**src/rtl/owpp_pkg.sv**
```systemverilog
// owpp_pkg: shared types, constants and helpers of the omnidirectional projector
// used by owpp_mulq28 and omni_world_to_pixel_project; no dependencies
package owpp_pkg;

	localparam int MAX_COEFFS = 16;
	localparam int CIW        = $clog2(MAX_COEFFS);
	localparam int ANG_STEPS  = 28;
	localparam int DIV_STEPS  = 29;

	// atan(2^-i) in q.28
	localparam logic signed [31:0] ANG_TAB [ANG_STEPS] = '{
		32'sd210828714, 32'sd124459457, 32'sd65760959, 32'sd33381290,
		32'sd16755422, 32'sd8385879, 32'sd4193963, 32'sd2097109,
		32'sd1048571, 32'sd524287, 32'sd262144, 32'sd131072, 32'sd65536,
		32'sd32768, 32'sd16384, 32'sd8192, 32'sd4096, 32'sd2048, 32'sd1024,
		32'sd512, 32'sd256, 32'sd128, 32'sd64, 32'sd32, 32'sd16, 32'sd8,
		32'sd4, 32'sd2
	};

	localparam logic OP_WRITE   = 1'b0;
	localparam logic OP_PROJECT = 1'b1;

	localparam logic [2:0] REG_CENTER_X   = 3'd0;
	localparam logic [2:0] REG_CENTER_Y   = 3'd1;
	localparam logic [2:0] REG_AFFINE_C   = 3'd2;
	localparam logic [2:0] REG_AFFINE_D   = 3'd3;
	localparam logic [2:0] REG_AFFINE_E   = 3'd4;
	localparam logic [2:0] REG_NUM_COEFFS = 3'd5;

	typedef struct packed {
		logic               opcode;
		logic [3:0]         coeff_index;
		logic signed [47:0] coeff_value;
		logic signed [23:0] point_x;
		logic signed [23:0] point_y;
		logic signed [23:0] point_z;
	} owpp_item_t;

	typedef struct packed {
		logic signed [23:0] out_x;
		logic signed [23:0] out_y;
		logic               at_center;
	} owpp_result_t;

	typedef struct packed {
		logic               start;
		logic signed [47:0] a;
		logic signed [31:0] b;
	} owpp_mreq_t;

	typedef struct packed {
		logic               done;
		logic signed [53:0] res;
	} owpp_mrsp_t;

	typedef enum logic [3:0] {
		ST_IDLE, ST_SQX, ST_SQY, ST_SQRT, ST_CORDIC, ST_POLY, ST_DIVX, ST_DIVY,
		ST_MPX, ST_MPY, ST_MC, ST_MD, ST_ME, ST_OUT
	} owpp_state_t;

	function automatic logic [23:0] mag24(input logic signed [23:0] v);
		logic [23:0] r;
		r = v[23] ? 24'(-v) : 24'(v);
		return r;
	endfunction

	function automatic logic signed [47:0] sat48(input logic signed [55:0] v);
		logic signed [47:0] r;
		if (v[55:47] == {9{v[55]}})
			r = v[47:0];
		else
			r = v[55] ? {1'b1, 47'b0} : {1'b0, {47{1'b1}}};
		return r;
	endfunction

	function automatic logic signed [23:0] sat24(input logic signed [35:0] v);
		logic signed [23:0] r;
		if (v[35:23] == {13{v[35]}})
			r = v[23:0];
		else
			r = v[35] ? {1'b1, 23'b0} : {1'b0, {23{1'b1}}};
		return r;
	endfunction

endpackage

```
**src/rtl/owpp_mulq28.sv**
```systemverilog
// owpp_mulq28: shared q.28 multiplier, 48 x 32 bit signed, rounded half away from zero
// two partial products over one 24 x 32 multiplier; depends on owpp_pkg
module owpp_mulq28 import owpp_pkg::*; (
	input  logic       clk,
	input  logic       arst_n,
	input  owpp_mreq_t req,
	output owpp_mrsp_t rsp
);

	logic [47:0]        ma_q;
	logic [31:0]        mb_q;
	logic               neg_q;
	logic [55:0]        hi_q;
	logic               p1_q, p2_q, done_q;
	logic signed [53:0] res_q;

	logic [23:0]        mop;
	logic [55:0]        prod;
	logic [56:0]        low_sum;
	logic [52:0]        r;

	assign mop     = p1_q ? ma_q[47:24] : ma_q[23:0];
	assign prod    = {32'b0, mop} * {24'b0, mb_q};
	assign low_sum = {29'b0, hi_q[3:0], 24'b0} + {1'b0, prod} + 57'd134217728;
	assign r       = {1'b0, hi_q[55:4]} + {24'b0, low_sum[56:28]};

	always_ff @(posedge clk or negedge arst_n) begin
		if (!arst_n) begin
			p1_q   <= 1'b0;
			p2_q   <= 1'b0;
			done_q <= 1'b0;
		end else begin
			p1_q   <= req.start;
			p2_q   <= p1_q;
			done_q <= p2_q;
		end
	end

	always_ff @(posedge clk) begin
		if (req.start) begin
			ma_q  <= req.a[47] ? 48'(-req.a) : 48'(req.a);
			mb_q  <= req.b[31] ? 32'(-req.b) : 32'(req.b);
			neg_q <= req.a[47] ^ req.b[31];
		end
		if (p1_q)
			hi_q <= prod;
		if (p2_q)
			res_q <= neg_q ? -$signed({1'b0, r}) : $signed({1'b0, r});
	end

	assign rsp.done = done_q;
	assign rsp.res  = res_q;

endmodule

```
**config.mk**
```make
export PLATFORM = sky130hd
export DESIGN_NAME = owpp_mulq28
export DESIGN_NICKNAME = d
export VERILOG_FILES = /design/src/rtl/owpp_pkg.sv /design/src/rtl/owpp_mulq28.sv
export SDC_FILE = /design/constraint.sdc
export NUM_CORES = 2
export LEC_CHECK = 0
export BUFFER_PORTS_ARGS = -buffer_cell sky130_fd_sc_hd__buf_4
export CORE_ASPECT_RATIO = 0.75
export CORE_MARGIN = 3
export CORE_UTILIZATION = 45
export CTS_BUF_LIST = sky130_fd_sc_hd__clkbuf_8
export DETAILED_ROUTE_END_ITERATION = 7
export SLEW_MARGIN = 15
export SYNTH_ARGS = -nofsm -noshare
export SYNTH_HDL_FRONTEND = slang
export SYNTH_SLANG_ARGS = --single-unit
```
**constraint.sdc**
```tcl
create_clock -name clk -period 31.7 [get_ports clk]
set_clock_uncertainty 0.15 [all_clocks]
set_input_delay 6.34 -clock clk [delete_from_list [all_inputs] [get_ports clk]]
set_output_delay 6.34 -clock clk [all_outputs]
set_load 0.01 [all_outputs]
```
==> run summary <==
Number of global-route vias before repair - 30000
Hold_ws - 457 ps
Number of top-level pins - 138
Number of buffers inserted for hold repair after clock tree synthesis - 0
Clock latency on the worst-skew pair - 590 ps
Part of the cycle the worst path needs - 47.2%
Unrepaired setup endpoints after global routing - no
Layout cell share with drive strength beyond 1 - 6.80%
Slowest cell on the critical path - sky130_fd_sc_hd__a211oi_1
Sink count of the clock tree - 194
Global-route wire length before repair - 168 mm
Num CTS Buffers - 17
Overall routing resource usage - 24.6%
Standard-cell row count - 91
Finish-stage setup viols - 0
Via/cell ratio - 5.43
Actual slew at the worst max-slew pin - 1290 ps
Max Clk Rate - 66.8 MHz
Fraction of synthesis flops using an asynchronous set or reset pin - 1.55%
Overall die height - 257 um
Total wire length - 103 mm
Rel. slew slack - 14.2%
Length in cells of the worst reg-to-reg path - 43
Number of flip-flops and latches in the synthesized netlist - 194
Synth top area share - 34.9%
Hold path depth - 1
Fin Setup TNS - 0 ps
Maximum level of the CTS H-tree - 4
Via count - 28400
Average instance area after synthesis - 9.21 um^2
Overall overflow remaining after global route - 0
Final standard cell area without fillers - 0.0402 mm^2
Worst endpoint required time - 31860 ps
Most used flip-flop cell after synthesis - sky130_fd_sc_hd__edfxtp_1
Crit path arrival time - 15120 ps
Layout Area Growth over Synthesis - 6.46%
Warnings from Yosys - 0
Count of nets left with antenna violations after detail routing - 0
Number of enable flip-flop cells after synthesis - 191
Max Cap Violations - 0
IO buf count - 137
Worst Setup Start Kind - flip-flop
Total number of nets in the final design - 5058
DRC violations left - 0
Post-synthesis sequential area ratio - 15.4%
Initial antenna violation count - 3
Delay of the slowest cell on the worst path - 790 ps
Global placer's final weighted congestion - 0.889
Die X-Extent - 341 um
Cell area after technology mapping - 0.0378 mm^2
Root Buffer - sky130_fd_sc_hd__clkbuf_8
Post-route worst setup slack - 16730 ps
Pins Over Slew Limit - 0
Effective utilization at floorplan - 45.7%
Routed wire length per instance - 19.8 um
Max Buffers Root-to-Sink - 2
Filler cell count in the final layout - 7951
Area after DPL - 0.0398 mm^2
Placed wire-length estimate after detailed placement - 79.5 mm
Top cells by count, synth - sky130_fd_sc_hd__inv_1 (763), sky130_fd_sc_hd__fa_1 (659), sky130_fd_sc_hd__nand2_1 (538)
Time the worst path needs with I/O delays and setup - 14970 ps
Maximum number of pins on one net before global-route repair - 71
Placement Setup Slack - 16920 ps
Yosys top cell by area - sky130_fd_sc_hd__fa_1
Post-CTS clock slew at the launch and capture registers of the worst setup and hold paths - 130 ps
Hold crit path type - flip-flop to flip-flop
Core area - 0.0827 mm^2
Number of library cell types mapped by synthesis - 88
Flop2flop setup slack - 16730 ps
Drt first-iter violations - 2178
Final Hold Viols - 0
Leading cell types by total area after synthesis - sky130_fd_sc_hd__fa_1 (35%), sky130_fd_sc_hd__edfxtp_1 (15%), sky130_fd_sc_hd__inv_1 (7.6%)
Number of gates resized after CTS - 0
CP Capture Type - flip-flop
Area of the die - 0.0875 mm^2
Post-synthesis net count - 5065
Clock tree from TritonCTS - yes
Count leader, synth - sky130_fd_sc_hd__inv_1
Post-CTS setup buffer count - 0
Worst-path fanout max - 32
Result of the run - finished, final reports clean
Post-synthesis cell count - 4100
Critical path class - flip-flop to flip-flop
CP dominant cell by count - sky130_fd_sc_hd__fa_1
Number of iterations in the first detailed-routing pass - 5
[metrics by stage]
stage	utilization, %	std cells
3_5_place_dp	48.1	5187
4_1_cts	48.6	5218
6_report	48.7	5223
5_1_grt	48.6	5222
2_1_floorplan	-	4100
3_3_place_gp	48.1	5187
[worst paths after layout]
check                             startpoint                  end
hold reg to reg            hi_q[4]$_DFFE_PP_   res_q[0]$_DFFE_PP_
setup / recovery              p1_q$_DFF_PN0_  res_q[52]$_DFFE_PP_
max in group asynchronous             arst_n     done_q$_DFF_PN0_
setup reg to reg              p1_q$_DFF_PN0_  res_q[52]$_DFFE_PP_
hold / removal             hi_q[4]$_DFFE_PP_   res_q[0]$_DFFE_PP_
min in group asynchronous             arst_n       p2_q$_DFF_PN0_
[cell usage in the layout (no fill, tap or decap), types with 41 or more instances in the layout]
cell	count
sky130_fd_sc_hd__inv_1	764
sky130_fd_sc_hd__fa_1	659
sky130_fd_sc_hd__nand2_1	538
sky130_fd_sc_hd__and2_1	318
sky130_fd_sc_hd__ha_1	223
sky130_fd_sc_hd__edfxtp_1	191
sky130_fd_sc_hd__buf_4	179
sky130_fd_sc_hd__xnor2_1	171
sky130_fd_sc_hd__a21oi_1	102
sky130_fd_sc_hd__nor2b_1	100
sky130_fd_sc_hd__o21ai_0	100
sky130_fd_sc_hd__nor2_1	84
sky130_fd_sc_hd__xor2_1	60
sky130_fd_sc_hd__nand3_1	50
sky130_fd_sc_hd__o31ai_1	42
sky130_fd_sc_hd__a21o_1	41
sky130_fd_sc_hd__nor3_1	41
[registers in the layout (all words and copies together) (netlist names)]
register,cells
mb_q,32
res_q,54
neg_q,1
done_q,1
hi_q,56
ma_q,48
p2_q,1
p1_q,1
[routing by layer]
metal / wire length, um / GRT usage [%] / up-vias / share of wire [%]
met2: 46000 / 38.4 / 907 / 44
met4: 2910 / 7.14 / 0 / 2.8
met5: 0 / 0 / - / 0
li1: - / - / 12900 / -
met1: 46900 / 35.0 / 14400 / 45
met3: 7570 / 4.66 / 140 / 7.3
[logic make-up (layout without fill, tap and decap cells)]
family	count (synthesis)	in the layout	share of synthesized area (%)
AOI/OAI and AO/OA	454	454	8.18
xor gates and xnor gates	231	231	5.36
adders and majority gates	882	882	42.3
buffers and inverters	971	976	9.71
DFF	194	194	15.4
muxes	31	31	0.898
other	0	2	0
and+or+nand+nor	1337	1337	18.2
[cell type report]
class | count | area, um^2 | share of cell area [%]
Sequential cell | 194 | 5820 | 14.5
Clock inverter | 14 | 146 | 0.364
Multi-Input combinational cell | 2935 | 28300 | 70.5
Clock buffer | 17 | 234 | 0.582
Tap cell | 1116 | 1400 | 3.47
Antenna cell | 2 | 5.00 | 0.0124
Timing Repair Buffer | 182 | 1410 | 3.52
Inverter | 763 | 2860 | 7.12
[worst max-delay path, delay by kind of cell (launching register included)]
family	cells	cell delay, ps
AO/OA/AOI/OAI	8	2630
XOR/XNOR	3	470
adder cells (fa/ha/maj)	11	5190
buffers and inverters	5	240
flip-flops	1	730
multiplexers	2	1050
AND/OR/NAND/NOR	14	4170
Power is not shown: default switching activity piles up to over one toggle a cycle in this logic, so the estimate is an artifact.
